--- config.mk ---
export PLATFORM = sky130hd
export DESIGN_NAME = bgbc_ctrl
export DESIGN_NICKNAME = d
export VERILOG_FILES = /design/src/bgbc_pkg.sv /design/src/bgbc_ctrl.sv
export SDC_FILE = /design/constraint.sdc
export NUM_CORES = 1
export LEC_CHECK = 0
export ABC_AREA = 1
export BUFFER_PORTS_ARGS = -buffer_cell sky130_fd_sc_hd__buf_2
export CORE_AREA = 5 5 42 44
export CTS_BUF_LIST = sky130_fd_sc_hd__clkbuf_8
export CTS_CLUSTER_DIAMETER = 30
export CTS_CLUSTER_SIZE = 12
export DETAILED_ROUTE_END_ITERATION = 10
export DIE_AREA = 0 0 47 49
export SETUP_SLACK_MARGIN = 0.2
export SLEW_MARGIN = 20
export SYNTH_ARGS = -nofsm -noshare
export SYNTH_HDL_FRONTEND = slang
export SYNTH_SLANG_ARGS = --single-unit
--- constraint.sdc ---
create_clock -name clock -period 1.2 [get_ports clock]
set_clock_uncertainty 0.1 [all_clocks]
set_input_delay 0.36 -clock clock [delete_from_list [all_inputs] [get_ports clock]]
set_output_delay 0.36 -clock clock [all_outputs]
set_load 0.02 [all_outputs]
--- src/bgbc_pkg.sv ---
// shared types and constants for the bit granular block copy
package bgbc_pkg;
   localparam int BufBytes = 256;
   localparam int AddrW = 8;
   localparam int StoreBits = BufBytes * 8;
   localparam int MaxFieldBits = 32;

   typedef enum logic [2:0] {
      OP_WR_SRC = 3'd0,
      OP_WR_DST = 3'd1,
      OP_RD_DST = 3'd2,
      OP_COPY   = 3'd3,
      OP_EXTR   = 3'd4,
      OP_INS    = 3'd5,
      OP_BAD6   = 3'd6,
      OP_BAD7   = 3'd7
   } op_type;

   typedef struct packed {
      logic [2:0]  op;
      logic [7:0]  byte_addr;
      logic [7:0]  byte_data;
      logic [10:0] src_bit_pos;
      logic [11:0] src_bits_left;
      logic [10:0] dst_bit_pos;
      logic [11:0] dst_bits_left;
      logic [11:0] bit_count;
      logic [31:0] value_in;
   } req_type;

   typedef struct packed {
      logic [7:0]  read_byte;
      logic [31:0] value_out;
      logic        ok;
      logic [11:0] src_bit_pos_after;
      logic [11:0] src_bits_left_after;
      logic [11:0] dst_bit_pos_after;
      logic [11:0] dst_bits_left_after;
   } rsp_type;

   // controller to datapath commands
   typedef struct packed {
      logic load;      // capture request
      logic fetch;     // read the bytes under both cursors
      logic step;      // move one bit
      logic finish;    // latch result
   } cmd_type;

   typedef struct packed {
      logic simple;    // byte op, empty copy or rejected, no bit steps
      logic last;      // final bit step
   } sts_type;
endpackage

--- src/bgbc_ctrl.sv ---
// sequencer of the block copy
module bgbc_ctrl
   import bgbc_pkg::*;
(
   input  logic    clock,
   input  logic    reset,
   input  logic    start,
   input  sts_type sts,
   output cmd_type cmd,
   output logic    busy,
   output logic    rsp_valid
);
   typedef enum logic [4:0] {
      ST_IDLE  = 5'b00001,
      ST_FETCH = 5'b00010,
      ST_STEP  = 5'b00100,
      ST_FIN   = 5'b01000,
      ST_OUT   = 5'b10000
   } state_type;

   state_type state_ff, state_in;
   logic      go;
   assign go = start && (state_ff == ST_IDLE);

   always_comb begin
      state_in = state_ff;
      cmd = '0;
      case (state_ff)
         ST_IDLE: begin
            cmd.load = start;
            if (start) state_in = sts.simple ? ST_OUT : ST_FETCH;
         end
         ST_FETCH: begin
            cmd.fetch = 1'b1;
            state_in = ST_STEP;
         end
         ST_STEP: begin
            cmd.step = 1'b1;
            state_in = sts.last ? ST_FIN : ST_FETCH;
         end
         ST_FIN: begin
            cmd.finish = 1'b1;
            state_in = ST_OUT;
         end
         ST_OUT: state_in = ST_IDLE;
         default: state_in = ST_IDLE;
      endcase
   end

   always_ff @(posedge clock) begin
      if (reset) state_ff <= ST_IDLE;
      else state_ff <= state_in;
   end
   assign busy = (state_ff != ST_IDLE) && !go;
   assign rsp_valid = (state_ff == ST_OUT);
endmodule

* After elaboration in Yosys (flattened, before gate mapping)
Cells that the tools add are included.
Storage, ports and cells: register bits 5, input bits 5, output and inout port bits 6, word-level logic and storage cells 19
Cells by class: equal/unequal tests 7, multiplexer cells 8, reduce and logical (&&, ||, !) cells 3
Operator list (number):
- 5-bit one-hot mux with 4 select lines | 1
- 5-bit 2-to-1 mux | 2
- 5-bit by 1-bit equality test with 1-bit output, second input constant | 1
- 5-bit by 2-bit equality test with 1-bit output, second input constant | 1
- 5-bit by 3-bit equality test with 1-bit output, second input constant | 1
- 5-bit by 4-bit equality test with 1-bit output, second input constant | 1
- 5-bit equality test, second input constant | 1
- 5-bit by 1-bit != test with 1-bit output, second input constant | 1
- 1-bit 2-to-1 mux | 4
- 4-bit 2-to-1 mux | 1
- 1-bit logical AND | 2
- 2-bit != test, second input constant | 1
- 1-bit logical NOT | 1

* Depth between registers and ports, before layout
Gate-level depths: netlist (run 1).
depth in word-level cells 4, mapped depth 7, depth with buffers taken out 7

* Worst setup path before layout (run 1)
No wires, ideal clock.
path kind reg2out, start reg state_ff[4], end out rsp_valid, arrival 1.109 ns, required time 0.740 ns, slack -0.369 ns, cell stages (with the launch flop) 3, buffers on the path 0, cells stage by stage dfxtp_1 -> inv_1 -> nor4_1
On the way: cells in the longest elaborated chain, start to end 1
RTL lines:
- start: declaration | line bgbc_ctrl.sv:21 | state_type state_ff, state_in;
- start signal: assignment | line bgbc_ctrl.sv:52 | else state_ff <= state_in;
- 5-bit equality test | line bgbc_ctrl.sv:55 | assign rsp_valid = (state_ff == ST_OUT);
- end: declaration | line bgbc_ctrl.sv:11 | output logic rsp_valid
No other way between the ends.

==> results of run 1 <==
-- stage by stage --
stage / cell area (um2) / util [%] / std cells / setup TNS, ps
after floorplan: 340 / - / 48 / -174
after global placement: 455 / 32.5 / 80 / -616
after detailed placement: 455 / 32.5 / 80 / -667
after CTS: 559 / 39.9 / 87 / -1840
after global routing: 649 / 46.3 / 89 / -2350
final: 649 / 46.3 / 89 / -1860
-- area by class of cell --
type / count / area (um2) / area share (%)
Clock inverter: 1 / 3.75 / 0.578
Timing Repair Buffer: 22 / 185 / 28.5
Sequential cell: 5 / 116 / 17.9
Inverter: 13 / 58.8 / 9.06
Multi-Input combinational cell: 29 / 224 / 34.5
Tap cell: 16 / 20.0 / 3.08
Clock buffer: 3 / 41.3 / 6.36
-- placed cells by master, fill, tap and decap left out --
cell       n
dfxtp_2    1
nor3_2     1
inv_2      3
inv_6      1
buf_4     10
nand2_2    5
buf_6      8
nor2_2     1
nand2_1    4
inv_4      2
inv_1      8
clkbuf_8   3
o21ai_2    1
buf_2      4
nand3_4    1
nand4_1    5
nor4_4     1
nor2_4     5
dfxtp_4    4
nor2_1     4
nand2_4    1
-- cells by family after synthesis --
group                  Yosys count  share of synthesized area, %
AOI/OAI and AO/OA                1                          2.97
and+or+nand+nor                 28                          44.1
DFF                              5                          33.9
buffers and inverters           14                          19.1
-- timing repair --
item	CTS	global route
setup endpoints to repair	11	11
pin swaps	3	8
buffers inserted	3	2
resized for setup	13	23
-- metal layers --
layer | vias to the layer above | wire, um | track usage [%] | part of all wire, %
met5 | - | 0 | 0 | 0
met4 | 0 | 27 | 8.29 | 2.9
met3 | 4 | 41 | 1.11 | 4.5
met2 | 8 | 498 | 12.9 | 54
met1 | 178 | 353 | 9.63 | 38
li1 | 197 | - | - | -
-- worst min-delay path by stage --
| stage | from | to | slack [ps] | depth (start not counted) |
|---|---|---|---|---|
| floorplan | reset | state_ff[1] | 320 | 1 |
| global placement | reset | state_ff[1] | 480 | 2 |
| detailed placement | reset | state_ff[3] | 490 | 2 |
| CTS | reset | state_ff[4] | 250 | 2 |
| global route | reset | state_ff[2] | 290 | 2 |
| finish | reset | state_ff[2] | 280 | 2 |
-- power breakdown --
part	total (mW)	internal, mW	switching [mW]
combinational	0.310	0.151	0.159
clock	0.294	0.219	0.0755
sequential	0.202	0.180	0.0214
==> impl_metrics.py, run 1 <==
metrics = {
    "grt": {
        "grt_pass1_vias": 359,
        "grt_first_pass_wirelength_um": 1400,
        "grt_max_degree": 6,
        "grt_usage_pct": 8.58,
        "overflow": 0,
        "antenna_found_initial": 0,
    },
    "route": {
        "drt_iter0_markers": 3,
        "drt_pre_antenna_iters": 3,
        "routed_via_density": 4.35,
        "vias": 387,
        "routedWlPerCell_um": 10.3,
        "antenna_left": 0,
        "drc": 0,
        "routed_wirelength_um": 921,
    },
    "timing": {
        "rsz0062_at_grt": "yes",
        "hold_slack_ps": 283,
        "hold_viol_final": 0,
        "period_share_pct": 127,
        "slew-limit-headroom_pct": 88.3,
        "slew_viol_final": 0,
        "setup_violations": 8,
        "worst_slack_ps": -325,
        "tightestPinTransition_ps": 175,
        "fmax_mhz": 656,
        "min_period_ps": 1520,
    },
    "logic_synthesis": {
        "async_reset_ff_share_pct": 0,
        "netlist_area_um2": 295,
        "synth_area_leaders": "dfxtp_1 34%, inv_1 14%, nand2_1 13%, nand4_1 11%, nor2_1 8.9%",
        "synth_common_cells": "11 x inv_1, 10 x nand2_1, 7 x nor2_1",
        "syn_inst": 48,
        "synth.avg_cell_area_um2": 6.15,
        "yosys_warnings": 0,
        "ys_types": 12,
        "postSynthNetCount": 53,
        "synth_top_area_share_pct": 33.9,
        "synth_edf_count": 0,
        "ys_seq_area_share_pct": 33.9,
        "yosysMostFrequentCell": "inv_1",
        "ys_ff_latch": 5,
        "yosysTopAreaCell": "dfxtp_1",
        "synth_flop_cell": "dfxtp_1",
    },
    "clock_tree": {
        "clk_latency_ps": 220,
        "cts_tree": "yes",
        "numCtsBuffers": 3,
        "clkTransAtPathRegs_ps": 30,
        "hold_buffers": 0,
        "cts_max_path_buffers": 2,
        "clock-root-buffer": "clkbuf_8",
        "h-tree-depth": 1,
        "cts.sinks": 5,
    },
    "worst_setup_path": {
        "critical_path_class": "flop to output pin",
        "r2r-end": "state_ff[4]",
        "cpLargestDelayFamily": "flip-flops",
        "crit_arrival_ps": 1060,
        "crit_slowest_cell": "dfxtp_4",
        "crit_cells": 4,
        "r2r_setup_slack_ps": -70,
        "r2r_start": "state_ff[1]",
        "reg2regPathDepth": 9,
        "path_cells": "nor2_4, nand4_1, inv_2, buf_6",
        "end_kind": "output pin",
        "critPathMaxStageDelay_ps": 360,
        "cp-start-kind": "flop",
        "crit_end": "cmd[2]",
        "critical_path.max_fanout": 4,
        "cp.required_ps": 740,
        "crit_buf_inv": 2,
        "worstSetupStartpoint": "state_ff[3]",
    },
    "die": {
        "core-area_mm2": 0.00140,
        "die_h_um": 49,
        "initial_core_util_pct": 21.1,
        "ios": 11,
        "num_rows": 14,
        "die_x_um": 47,
        "dieArea_mm2": 0.00230,
    },
    "placement": {
        "hpwlAfterDp_um": 631,
        "place_congestion": 0.724,
        "post-place-ws_ps": -136,
        "numPortBuffers": 10,
    },
    "pwr": {
        "power.density_mw_per_mm2": 1240,
        "power_mw": 0.806,
        "leakage_nw": 0.330,
        "ir_drop_uv": 788,
    },
    "run": {
        "maxCapViolCount": 0,
    },
    "status": {
        "outcome": "finished with violations",
        "violations": "setup timing",
    },
    "cells_and_area": {
        "top_regs": "state_ff x5",
        "largest_reg_flops": 5,
        "final_nets": 79,
        "fillers": 151,
        "synthToLayoutAreaGrowth_pct": 120,
        "regMostFlops": "state_ff",
        "diodes": 0,
        "drive_above_1_share_pct": 71.2,
    },
    "worst_hold_path": {
        "min_path_type": "input port to flop",
    },
}
(Power assumes the default switching activity.)
==> inputs of run 2 (changes only) <==
Settings changed: CORE_AREA 5 5 42 44 to 4 4 41 43, DIE_AREA 0 0 47 49 to 0 0 45 47.
==> run 2 against run 1 <==
Against the previous run:
- the run still ends with setup timing left
- maximum frequency rose by 0.73%
- die area is 8.2% lower
- sequential share of layout area fell by 0.97 points
- combinational power grew 18%
- sequential cell count did not move
- non-clock buffer count is 3 higher
- global-route usage increased by 2.3 points
- sequential power is essentially flat
- critical path type unchanged
- count of clock-buffer cells in the layout did not move
- worst hold slack barely moved
==> impl_metrics.py, run 2 (synthesized netlist as in run 1, its figures left out) <==
metrics = {
    "route": {
        "routed_via_density": 4.40,
        "drt_pre_antenna_iters": 2,
        "drc": 0,
        "vias": 400,
        "drt_iter0_markers": 1,
        "antenna_left": 0,
        "routed_wirelength_um": 1050,
        "routedWlPerCell_um": 11.6,
    },
    "cells_and_area": {
        "layout_common_cells": "11 x buf_4, 10 x buf_6, 8 x inv_1, 6 x nand2_1",
        "post-route-util_pct": 51.6,
        "synthToLayoutAreaGrowth_pct": 128,
        "instances_no_fill": 91,
        "regMostFlops": "state_ff",
        "fin_area_um2": 672,
        "diodes": 0,
        "top_regs": "state_ff x5",
        "fillers": 142,
        "largest_reg_flops": 5,
        "multiInputGateArea_um2": 223,
        "drive_above_1_share_pct": 68.4,
        "final_common_cell": "buf_4",
        "regArea_um2": 114,
        "final_nets": 82,
    },
    "clock_tree": {
        "clkTransAtPathRegs_ps": 40,
        "hold_buffers": 0,
        "cts_max_path_buffers": 2,
        "clk_latency_ps": 220,
        "clock-root-buffer": "clkbuf_8",
        "cts_tree": "yes",
        "numCtsBuffers": 3,
        "cts.sinks": 5,
        "h-tree-depth": 1,
    },
    "pwr": {
        "ir_drop_uv": 593,
        "switching_power_mw": 0.283,
        "switching_share_pct": 32.3,
        "seqPwrFrac_pct": 23.2,
        "p_comb_share_pct": 41.7,
        "power.density_mw_per_mm2": 1300,
        "internal-power_mw": 0.593,
        "power_frac_clock_pct": 35.1,
        "leakage_nw": 0.350,
    },
    "timing": {
        "worst_slack_ps": -314,
        "hold_viol_final": 0,
        "fmax_mhz": 661,
        "slew_viol_final": 0,
        "tightestPinTransition_ps": 181,
        "slew-limit-headroom_pct": 87.8,
        "rsz0062_at_grt": "yes",
        "hold_slack_ps": 283,
        "period_share_pct": 126,
        "tns_ps": -1920,
        "setup_violations": 9,
        "min_period_ps": 1510,
    },
    "worst_hold_path": {
        "min_path_type": "input port to flop",
    },
    "worst_setup_path": {
        "crit_slowest_cell": "dfxtp_2",
        "cp-start-kind": "flop",
        "crit_arrival_ps": 1050,
        "critical_path_class": "flop to output pin",
        "end_kind": "output pin",
        "path_cells": "inv_4, nor2_4, nand3_4, nor2_4, buf_6",
        "timing.critical_path.mode_cell": "nor2_4",
        "critical_path.max_fanout": 3,
        "cp.required_ps": 740,
        "critPathMaxStageDelay_ps": 340,
    },
    "status": {
        "violations": "setup timing",
        "outcome": "finished with violations",
    },
    "die": {
        "core-area_mm2": 0.00130,
        "die_x_um": 45,
        "die_h_um": 47,
        "ios": 11,
        "initial_core_util_pct": 22.7,
        "num_rows": 13,
        "dieArea_mm2": 0.00212,
    },
    "placement": {
        "numPortBuffers": 10,
        "place_congestion": 0.720,
        "placed_cells": 78,
        "place_area_um2": 447,
        "hpwlAfterDp_um": 617,
    },
    "grt": {
        "grt_max_degree": 8,
        "grt_first_pass_wirelength_um": 1580,
        "grt_usage_pct": 10.9,
        "overflow": 0,
        "grt_pass1_vias": 364,
        "antenna_found_initial": 0,
    },
    "run": {
        "maxCapViolCount": 0,
    },
}
==> run 2: critical path: cells and delay by family (launching register included) <==
family	cells	cell delay, ps
buffers and inverters	2	170
flip-flops	1	340
AND/OR/NAND/NOR	3	320
==> run 2: cell type report <==
type / count / share of cell area (%)
clock buffers: 3 / 6.15
clock inverters: 1 / 0.559
inverters: 13 / 8.38
multi-input cells: 29 / 33.1
flip-flops and latches: 5 / 16.9
well taps: 15 / 2.79
repair buffers: 25 / 32.0
==> run 2: path summary, 6_finish.rpt <==
kind	start	endpoint	slack, ps	cells after the start
min reg2reg	state_ff[0]	state_ff[1]	540	5
max reg2reg	state_ff[0]	state_ff[0]	-70	8
min	reset	state_ff[1]	280	2
max	state_ff[0]	cmd[3]	-310	5
==> run 2: layer usage <==
| metal | wire length, um | global-route usage [%] | up-vias |
|---|---|---|---|
| li1 | - | - | 202 |
| met4 | 31 | 10.5 | 0 |
| met1 | 411 | 12.8 | 186 |
| met2 | 577 | 16.4 | 8 |
| met5 | 0 | 0 | - |
| met3 | 32 | 2.30 | 4 |
==> run 2: power groups by stage <==
stage	combinational, mW	clock, mW	sequential [mW]
3_3_place_gp	0.222	0	0.200
3_5_place_dp	0.224	0	0.200
5_1_grt	0.398	0.326	0.205
4_1_cts	0.295	0.313	0.202
2_1_floorplan	0.153	0	0.199
6_report	0.365	0.307	0.203
==> run 2: timing repair <==
item	4_1_cts	5_1_grt
pin swaps	10	7
gates resized for setup	25	9
endpoints found under the setup margin	11	11
buffers inserted	3	6
==> run 2: through the flow <==
step	setup WS [ps]	total power, mW
global placement	-140	0.422
finish	-314	0.876
global route	-386	0.930
CTS	-340	0.810
floorplan	-117	0.352
detailed placement	-145	0.424
