### src/bgbc_pkg.sv
// shared types and constants for the bit granular block copy
package bgbc_pkg;
   localparam int BufBytes = 256;
   localparam int AddrW = 8;
   localparam int StoreBits = BufBytes * 8;
   localparam int MaxFieldBits = 32;

   typedef enum logic [2:0] {
      OP_WR_SRC = 3'd0,
      OP_WR_DST = 3'd1,
      OP_RD_DST = 3'd2,
      OP_COPY   = 3'd3,
      OP_EXTR   = 3'd4,
      OP_INS    = 3'd5,
      OP_BAD6   = 3'd6,
      OP_BAD7   = 3'd7
   } op_type;

   typedef struct packed {
      logic [2:0]  op;
      logic [7:0]  byte_addr;
      logic [7:0]  byte_data;
      logic [10:0] src_bit_pos;
      logic [11:0] src_bits_left;
      logic [10:0] dst_bit_pos;
      logic [11:0] dst_bits_left;
      logic [11:0] bit_count;
      logic [31:0] value_in;
   } req_type;

   typedef struct packed {
      logic [7:0]  read_byte;
      logic [31:0] value_out;
      logic        ok;
      logic [11:0] src_bit_pos_after;
      logic [11:0] src_bits_left_after;
      logic [11:0] dst_bit_pos_after;
      logic [11:0] dst_bits_left_after;
   } rsp_type;

   // controller to datapath commands
   typedef struct packed {
      logic load;      // capture request
      logic fetch;     // read the bytes under both cursors
      logic step;      // move one bit
      logic finish;    // latch result
   } cmd_type;

   typedef struct packed {
      logic simple;    // byte op, empty copy or rejected, no bit steps
      logic last;      // final bit step
   } sts_type;
endpackage

### src/bgbc_datapath.sv
// stores, cursors and bit mover of the block copy
module bgbc_datapath
   import bgbc_pkg::*;
(
   input  logic    clock,
   input  req_type req,
   input  cmd_type cmd,
   output sts_type sts,
   output rsp_type rsp
);
   logic [7:0] src_mem [BufBytes];
   logic [7:0] dst_mem [BufBytes];

   req_type     r_ff;
   logic [11:0] cnt_ff, cnt_in;
   logic [11:0] sp_ff, dp_ff;
   logic [31:0] acc_ff;
   logic        okv_ff;
   rsp_type     rsp_ff;
   logic [7:0]  sbyte_ff, dbyte_ff;

   // checks on the incoming request
   logic [12:0] s_end, d_end;
   logic        len_ok, s_ok, d_ok, acc;
   logic [11:0] n;
   assign n     = req.bit_count;
   assign s_end = 13'(req.src_bit_pos) + 13'(n);
   assign d_end = 13'(req.dst_bit_pos) + 13'(n);
   assign s_ok  = (n <= req.src_bits_left) && (s_end <= 13'(StoreBits));
   assign d_ok  = (n <= req.dst_bits_left) && (d_end <= 13'(StoreBits));
   assign len_ok = (n != 12'd0) && (n <= 12'(MaxFieldBits));
   always_comb begin
      case (op_type'(req.op))
         OP_COPY: acc = s_ok && d_ok;
         OP_EXTR: acc = len_ok && s_ok;
         OP_INS:  acc = len_ok && d_ok;
         default: acc = 1'b0;
      endcase
   end
   assign sts.simple = !acc || (n == 12'd0);

   // bit move: read source bit or, for insert, value bit; write destination bit unless extracting
   logic       sbit, wbit;
   logic [7:0] mask;
   logic [7:0] sidx, didx;
   assign sidx  = sp_ff[10:3];
   assign didx  = dp_ff[10:3];
   assign sbit  = sbyte_ff[3'd7 - sp_ff[2:0]];
   assign mask  = 8'h80 >> dp_ff[2:0];
   assign cnt_in = cnt_ff - 12'd1;
   always_comb begin
      if (op_type'(r_ff.op) == OP_INS) wbit = r_ff.value_in[cnt_in[4:0]];
      else wbit = sbit;
   end
   assign sts.last = (cnt_ff == 12'd1);

   logic okb;
   assign okb = 1'b1;

   always_ff @(posedge clock) begin
      if (cmd.load) begin
         r_ff   <= req;
         cnt_ff <= n;
         sp_ff  <= 12'(req.src_bit_pos);
         dp_ff  <= 12'(req.dst_bit_pos);
         acc_ff <= '0;
         okv_ff <= acc;
         if (op_type'(req.op) == OP_WR_SRC) src_mem[req.byte_addr] <= req.byte_data;
         if (op_type'(req.op) == OP_WR_DST) dst_mem[req.byte_addr] <= req.byte_data;
         if (sts.simple) begin
            rsp_ff.read_byte <= (op_type'(req.op) == OP_RD_DST) ?
                                dst_mem[req.byte_addr] : 8'd0;
            rsp_ff.value_out <= '0;
            rsp_ff.ok <= acc || (req.op <= 3'd2);
            rsp_ff.src_bit_pos_after   <= 12'(req.src_bit_pos);
            rsp_ff.src_bits_left_after <= req.src_bits_left;
            rsp_ff.dst_bit_pos_after   <= 12'(req.dst_bit_pos);
            rsp_ff.dst_bits_left_after <= req.dst_bits_left;
         end
      end else if (cmd.fetch) begin
         sbyte_ff <= src_mem[sidx];
         dbyte_ff <= dst_mem[didx];
      end else if (cmd.step) begin
         cnt_ff <= cnt_in;
         sp_ff  <= sp_ff + 12'd1;
         dp_ff  <= dp_ff + 12'd1;
         acc_ff <= {acc_ff[30:0], sbit};
         if (op_type'(r_ff.op) != OP_EXTR)
            dst_mem[didx] <= wbit ? (dbyte_ff | mask) : (dbyte_ff & ~mask);
      end else if (cmd.finish) begin
         rsp_ff.read_byte <= '0;
         rsp_ff.value_out <= (op_type'(r_ff.op) == OP_EXTR) ? acc_ff : '0;
         rsp_ff.ok <= okv_ff & okb;
         if (op_type'(r_ff.op) != OP_INS) begin
            rsp_ff.src_bit_pos_after   <= 12'(r_ff.src_bit_pos) + r_ff.bit_count;
            rsp_ff.src_bits_left_after <= r_ff.src_bits_left - r_ff.bit_count;
         end else begin
            rsp_ff.src_bit_pos_after   <= 12'(r_ff.src_bit_pos);
            rsp_ff.src_bits_left_after <= r_ff.src_bits_left;
         end
         if (op_type'(r_ff.op) != OP_EXTR) begin
            rsp_ff.dst_bit_pos_after   <= 12'(r_ff.dst_bit_pos) + r_ff.bit_count;
            rsp_ff.dst_bits_left_after <= r_ff.dst_bits_left - r_ff.bit_count;
         end else begin
            rsp_ff.dst_bit_pos_after   <= 12'(r_ff.dst_bit_pos);
            rsp_ff.dst_bits_left_after <= r_ff.dst_bits_left;
         end
      end
   end
   assign rsp = rsp_ff;
endmodule

### config.mk
export PLATFORM = sky130hd
export DESIGN_NAME = bgbc_datapath
export DESIGN_NICKNAME = d
export VERILOG_FILES = /design/src/bgbc_pkg.sv /design/src/bgbc_datapath.sv
export SDC_FILE = /design/constraint.sdc
export NUM_CORES = 2
export LEC_CHECK = 0
export BUFFER_PORTS_ARGS = -buffer_cell sky130_fd_sc_hd__buf_4
export CELL_PAD_IN_SITES_DETAIL_PLACEMENT = 1
export CELL_PAD_IN_SITES_GLOBAL_PLACEMENT = 2
export CORE_ASPECT_RATIO = 0.75
export CORE_MARGIN = 1.5
export CORE_UTILIZATION = 30
export DETAILED_ROUTE_END_ITERATION = 7
export GPL_TIMING_DRIVEN = 1
export HOLD_SLACK_MARGIN = 0.12
export PLACE_DENSITY = 0.56
export SLEW_MARGIN = 0
export SYNTH_ARGS = -nofsm -noshare
export SYNTH_HDL_FRONTEND = slang
export SYNTH_SLANG_ARGS = --single-unit
### constraint.sdc
create_clock -name clock -period 15.3 [get_ports clock]
set_clock_uncertainty 0.15 [all_clocks]
set_input_delay 0.765 -clock clock [delete_from_list [all_inputs] [get_ports clock]]
set_output_delay 0.765 -clock clock [all_outputs]
set_load 0.005 [all_outputs]
== Word level (Yosys, flattened, before mapping) ==
Memory sizes are Yosys's and may differ from the RTL's. A register that Yosys moved wholly into a read port is not among the register bits.
Index checks and enable logic that the tools add are counted.

* Add/subtract/negate cells: 10
* Muxes and demuxes: 39
* Shift-type cells: 1
* Bitwise logic cells: 5
* Multiply operators: 0
* Div/mod/pow operators: 0
* $lt $le $gt $ge: 8
* Equality and inequality tests: 13
* Reductions and logical operators: 19

{| class="wikitable"
|+ Operators by type and width
! kind !! number
|-
| $mux W89 || 5
|-
| $mux W11 || 6
|-
| $mux W24 || 2
|-
| $mux W12 || 3
|-
| $mux W32 || 1
|-
| $mux W8 || 4
|-
| $add A11 B12 Y13 || 2
|-
| $le A13 B12 Y1 const B || 2
|-
| $add A11 B12 Y12 || 2
|-
| $add A12 B1 Y12 const B || 2
|-
| $le A12 B12 Y1 || 2
|-
| $sub A12 B12 Y12 || 2
|-
| $mux W1 || 15
|-
| $eq A12 B1 Y1 const B || 1
|-
| $eq A3 B3 Y1 const B || 4
|-
| $le A12 B6 Y1 const B || 1
|-
| $logic_not A12 Y1 || 1
|-
| $reduce_bool A12 Y1 || 1
|-
| $sub A12 B1 Y12 const B || 1
|-
| $and A8 B8 Y8 || 1
|-
| $not A8 Y8 || 1
|-
| $or A8 B8 Y8 || 1
|-
| $reduce_or A8 Y1 || 1
|-
| $shr A8 B3 Y8 const A || 1
|-
| 19 further kinds || 33
|}

* ROM bits: 0
* Latch bits: 0
* Logic and storage cells: 118
* RAM bits: 4096
* Input port bits: 114
* Output and inout bits: 91
* Memories kept: 2
* Flip-flop bits (word level): 251

{| class="wikitable"
|+ Memories
! name !! words !! bits a word !! rd ports !! clocked after memory_dff !! write ports !! line !! source
|-
| dst_mem || 256 || 8 || 2 || 1 || 1 || bgbc_datapath.sv:12 || <nowiki>logic [7:0] dst_mem [BufBytes];</nowiki>
|-
| src_mem || 256 || 8 || 1 || 1 || 1 || bgbc_datapath.sv:11 || <nowiki>logic [7:0] src_mem [BufBytes];</nowiki>
|}

== Longest topological paths before layout ==
* Depth in word-level cells: 9
* Mapped depth: 12
* Gate-level depth less buffers: 11

== Worst setup path after synthesis ==
No wires, ideal clock.

* Path type: reg2reg
* Start: reg cnt_ff[0]
* End: mem dst_mem[0][5], data pin
* Data arrival time: 12.324 ns
* Data required time: 12.963 ns
* Setup time: 2.187 ns
* Stages on the path, launching flop included: 12
* Clock period less this slack: 14.662 ns
* Path slack: 0.638 ns
* Path through: edfxtp_1 buf_2 inv_1 ha_1 clkbuf_1 mux4_2 mux4_2 nor2b_1 a211oi_1 a21oi_1 a31oi_1 o21ai_0

* Word-level cells in the longest chain between the ends: 6

{| class="wikitable"
|+ RTL lines
! what !! line !! source
|-
| start: declaration || bgbc_datapath.sv:15 || <nowiki>logic [11:0] cnt_ff, cnt_in;</nowiki>
|-
| start signal: assignment || bgbc_datapath.sv:63 || <nowiki>cnt_ff <= n;</nowiki>
|-
| start signal: assignment || bgbc_datapath.sv:84 || <nowiki>cnt_ff <= cnt_in;</nowiki>
|-
| $sub A12 B1 Y12 || bgbc_datapath.sv:50 || <nowiki>assign cnt_in = cnt_ff - 12'd1;</nowiki>
|-
| $bmux W1 S5 || bgbc_datapath.sv:52 || <nowiki>if (op_type'(r_ff.op) == OP_INS) wbit = r_ff.value_in[cnt_in[4:0]];</nowiki>
|-
| $mux W1 (not written as such) || bgbc_datapath.sv:52 ||
|-
| $mux W1 || bgbc_datapath.sv:52 ||
|-
| $mux W8 || bgbc_datapath.sv:89 || <nowiki>dst_mem[didx] <= wbit ? (dbyte_ff | mask) : (dbyte_ff & ~mask);</nowiki>
|-
| $mux W8 (no line) || n/a ||
|-
| end: declaration || bgbc_datapath.sv:12 ||
|}

No other way between the ends. The select of a mux whose other input is x is not followed.

==> impl_metrics.ini <==
[yosys]
synth.avg_cell_area_um2 = 21.66
synth_edf_count = 4329
synth_nets = 8895
synthXorXnorAreaFrac_pct = 0.3029
synth_mux_area_share_pct = 24.17
async_reset_ff_share_pct = 0
synth_cell_types = 69
synth-adder-area-share_pct = 0.7230
ys_ff_latch = 4361
netlist_instances = 8676
synth_compound_area_share_pct = 1.416
synth_top_family_by_area = multiplexers
ys.flop_type = edfxtp_1
synth.area.top_cells = edfxtp_1 69%, mux4_2 24%, nor2_1 1.2%
synth_top_cell_by_area = edfxtp_1
synth_top_area_share_pct = 69.17
ys_seq_area_share_pct = 69.51
synthSimpleGateAreaFrac_pct = 2.424
yosysWarnings = 0
syn_area_um2 = 187900

[placed_design]
place_congestion = 0.8313
io_buffers = 204
hpwlAfterDp_um = 393800

[floorplan]
io_pins = 205
die_w_um = 916.9
row_count = 251
start_util_pct = 30.13
fp.coreArea_um2 = 623700
dieArea_um2 = 631300
dieHeight_um = 688.5

[setup_path]
path_cells = buf_4 > buf_4 > buf_4 > buf_4 > mux4_2 > mux4_2 > mux4_2 > a22oi_1 > nand2_1
cp-start-kind = flip-flop
critPathMaxStageDelay_ps = 920
cp_common_cell = buf_4
worst_path_max_delay_cell = buf_4
r2r_start = sp_ff[4]
regToRegSetupSlack_ps = 8960
worstSetupEndpointType = flip-flop
crit-reg2reg-capture = sbyte_ff[1]
worst-setup-path-type = reg2reg
crit_arrival_ps = 6940
reg2reg_depth = 9
critPathMaxFanout = 68
crit_required_ps = 15910

[route]
wirelength_um = 625600
wl_per_cell_um = 35.06
drt_iter0_drc = 12730
vias = 98320
dr.pass1.iters = 5
avgViaCountPerCell = 5.510
drc = 0
ant_nets = 0

[cts]
cts_tree = yes
cts_num_sinks = 4361
cts_resized = 0
numCtsBuffers = 473
clockBufferDepth = 4
worstSkewPairLatency_ps = 1050
clk_pin_slew_ps = 60
cts-root-buf = clkbuf_16
h-tree-depth = 5

[timing]
fmax_ghz = 0.1579
grt_setup_unrepaired = no
whs_ps = 234.9
setup_viol = 0
relSlewSlack_pct = 1.946
period_share_pct = 41.41
hold_viol = 0
period_needed_ps = 6335
fin_setup_tns_ps = 0
slew_violations = 0
worstMarginPinSlew_ps = 1471

[grt]
grt_usage_pct = 19.45
grt_pass1_wl_um = 865200
grt_max_degree = 141
first_global_vias = 101000
antenna_found_initial = 78
overflow = 0

[layout]
fillers = 60500
drive_above_1_share_pct = 33.66
fin_nets = 9288
area_delta_synth_final_pct = 15.01

[hold_path]
min_to = acc_ff[0]
holdCritStartpoint = cmd[2]
hold_depth = 3
hold_path.class = in2reg

[power]
p_per_area_nw_per_um2 = 129.3
p_leak_nw = 66.18
power_mw = 27.96
peakVddDrop_mv = 0.09705

[status]
status = finished clean

[flow_run]
drv_cap = 0
==> how the worst max path moves through the flow <==
stage / start / endpoint / cells past startpoint
final: sp_ff[4] / sbyte_ff[1] / 9
after global routing: sp_ff[3] / sbyte_ff[1] / 9
after CTS: sp_ff[3] / sbyte_ff[1] / 9
after detailed placement: req[98] / rsp[83] / 11
after global placement: req[98] / rsp[83] / 11
after floorplan: cnt_ff[0] / dst_mem[0][5] / 11
==> synth_stat cells (19+ instances only) <==
| library cell | count |
|---|---|
| buf_1 | 60 |
| dfxtp_1 | 32 |
| edfxtp_1 | 4329 |
| ha_1 | 99 |
| mux2_2 | 21 |
| nand4_1 | 19 |
| nand2_1 | 182 |
| o21ai_0 | 70 |
| nand2b_1 | 28 |
| xnor2_1 | 36 |
| nand3_1 | 62 |
| inv_1 | 67 |
| clkbuf_1 | 368 |
| a22o_1 | 31 |
| mux4_2 | 2000 |
| nor3_1 | 39 |
| buf_2 | 152 |
| and3_1 | 41 |
| a21oi_1 | 103 |
| a22oi_1 | 53 |
| xor2_1 | 29 |
| nor2b_1 | 27 |
| nor2_1 | 600 |
==> registers in the layout, indices dropped and copies added, names as in the netlist <==
| signal | flops |
|---|---|
| rsp | 89 |
| dp_ff | 11 |
| dbyte_ff | 8 |
| sbyte_ff | 8 |
| dst_mem | 2048 |
| sp_ff | 11 |
| src_mem | 2048 |
| cnt_ff | 12 |
| acc_ff | 32 |
| okv_ff | 1 |
| r_ff | 93 |
==> kinds of logic after synthesis <==
family	Yosys count
AND/OR/NAND/NOR	1055
adder cells (fa/ha/maj)	105
buffers and inverters	659
XOR/XNOR	65
multiplexers	2035
flip-flops	4361
AO/OA/AOI/OAI	396
==> metal layers <==
metal | vias up | part of all wire, % | GRT usage (%)
li1 | 38260 | - | -
met3 | 702 | 7.9 | 3.331
met5 | - | 0.014 | 0
met4 | 14 | 2.1 | 3.828
met1 | 55190 | 46 | 30.10
met2 | 4152 | 44 | 28.90
==> cells in the final DEF, fill, tap and decap left out, types with 36 or more instances in the layout <==
cell type,count
and3_1,41
nor2_1,597
a22oi_1,53
clkbuf_1,83
nand2_1,153
nor3_1,37
xnor2_1,36
buf_4,371
bufinv_16,48
ha_1,99
clkbuf_16,480
o21ai_0,59
edfxtp_1,4329
nand3_1,58
inv_1,65
a21oi_1,100
mux4_2,2000
clkinv_2,95
clkinv_1,103
dlygate4sd3_1,103
==> repair_timing <==
| action | CTS | global route |
|---|---|---|
| endpoints found under the hold margin | 627 | 0 |
| hold buffers | 103 | 0 |
| buffers inserted | 0 | 0 |
==> worst max-delay path: cells and delay by family (launching register included) <==
| kind | cells | cell delay, ps |
|---|---|---|
| compound gates | 1 | 430 |
| buf+inv | 4 | 3190 |
| flops | 1 | 350 |
| mux | 3 | 1620 |
| simple gates | 1 | 140 |
==> metrics by stage <==
| stage | cell area [um^2] | cells | setup slack [ps] | utilization (%) |
|---|---|---|---|---|
| final | 216100 | 17840 | 8965 | 34.65 |
| after global routing | 216100 | 17820 | 8566 | 34.65 |
| after CTS | 216100 | 17820 | 8868 | 34.64 |
| after detailed placement | 199700 | 16840 | 8770 | 32.01 |
| after global placement | 199700 | 16840 | 8735 | 32.01 |
| after floorplan | 187900 | 8676 | 638.5 | - |
==> power breakdown <==
group / leakage, nW / internal (mW) / switching, mW
Clock: 7.47 / 6.56 / 4.97
Sequential: 39.4 / 13.3 / 0.0733
Combinational: 19.3 / 1.23 / 1.85
Total: 66.2 / 21.1 / 6.89
==> area by class of cell <==
cell class                 instances  area, um^2  area share (%)
clock inverter                   311        3004           1.390
sequential                      4361      130600           60.44
inverter                          67       252.7          0.1169
timing repair buffer             510        4459           2.063
antenna                           22       55.05         0.02547
multi-input combinational       3656       54930           25.41
clock buffer                     566       12360           5.720
tap                             8349       10450           4.833
(Power assumes the default switching activity.)
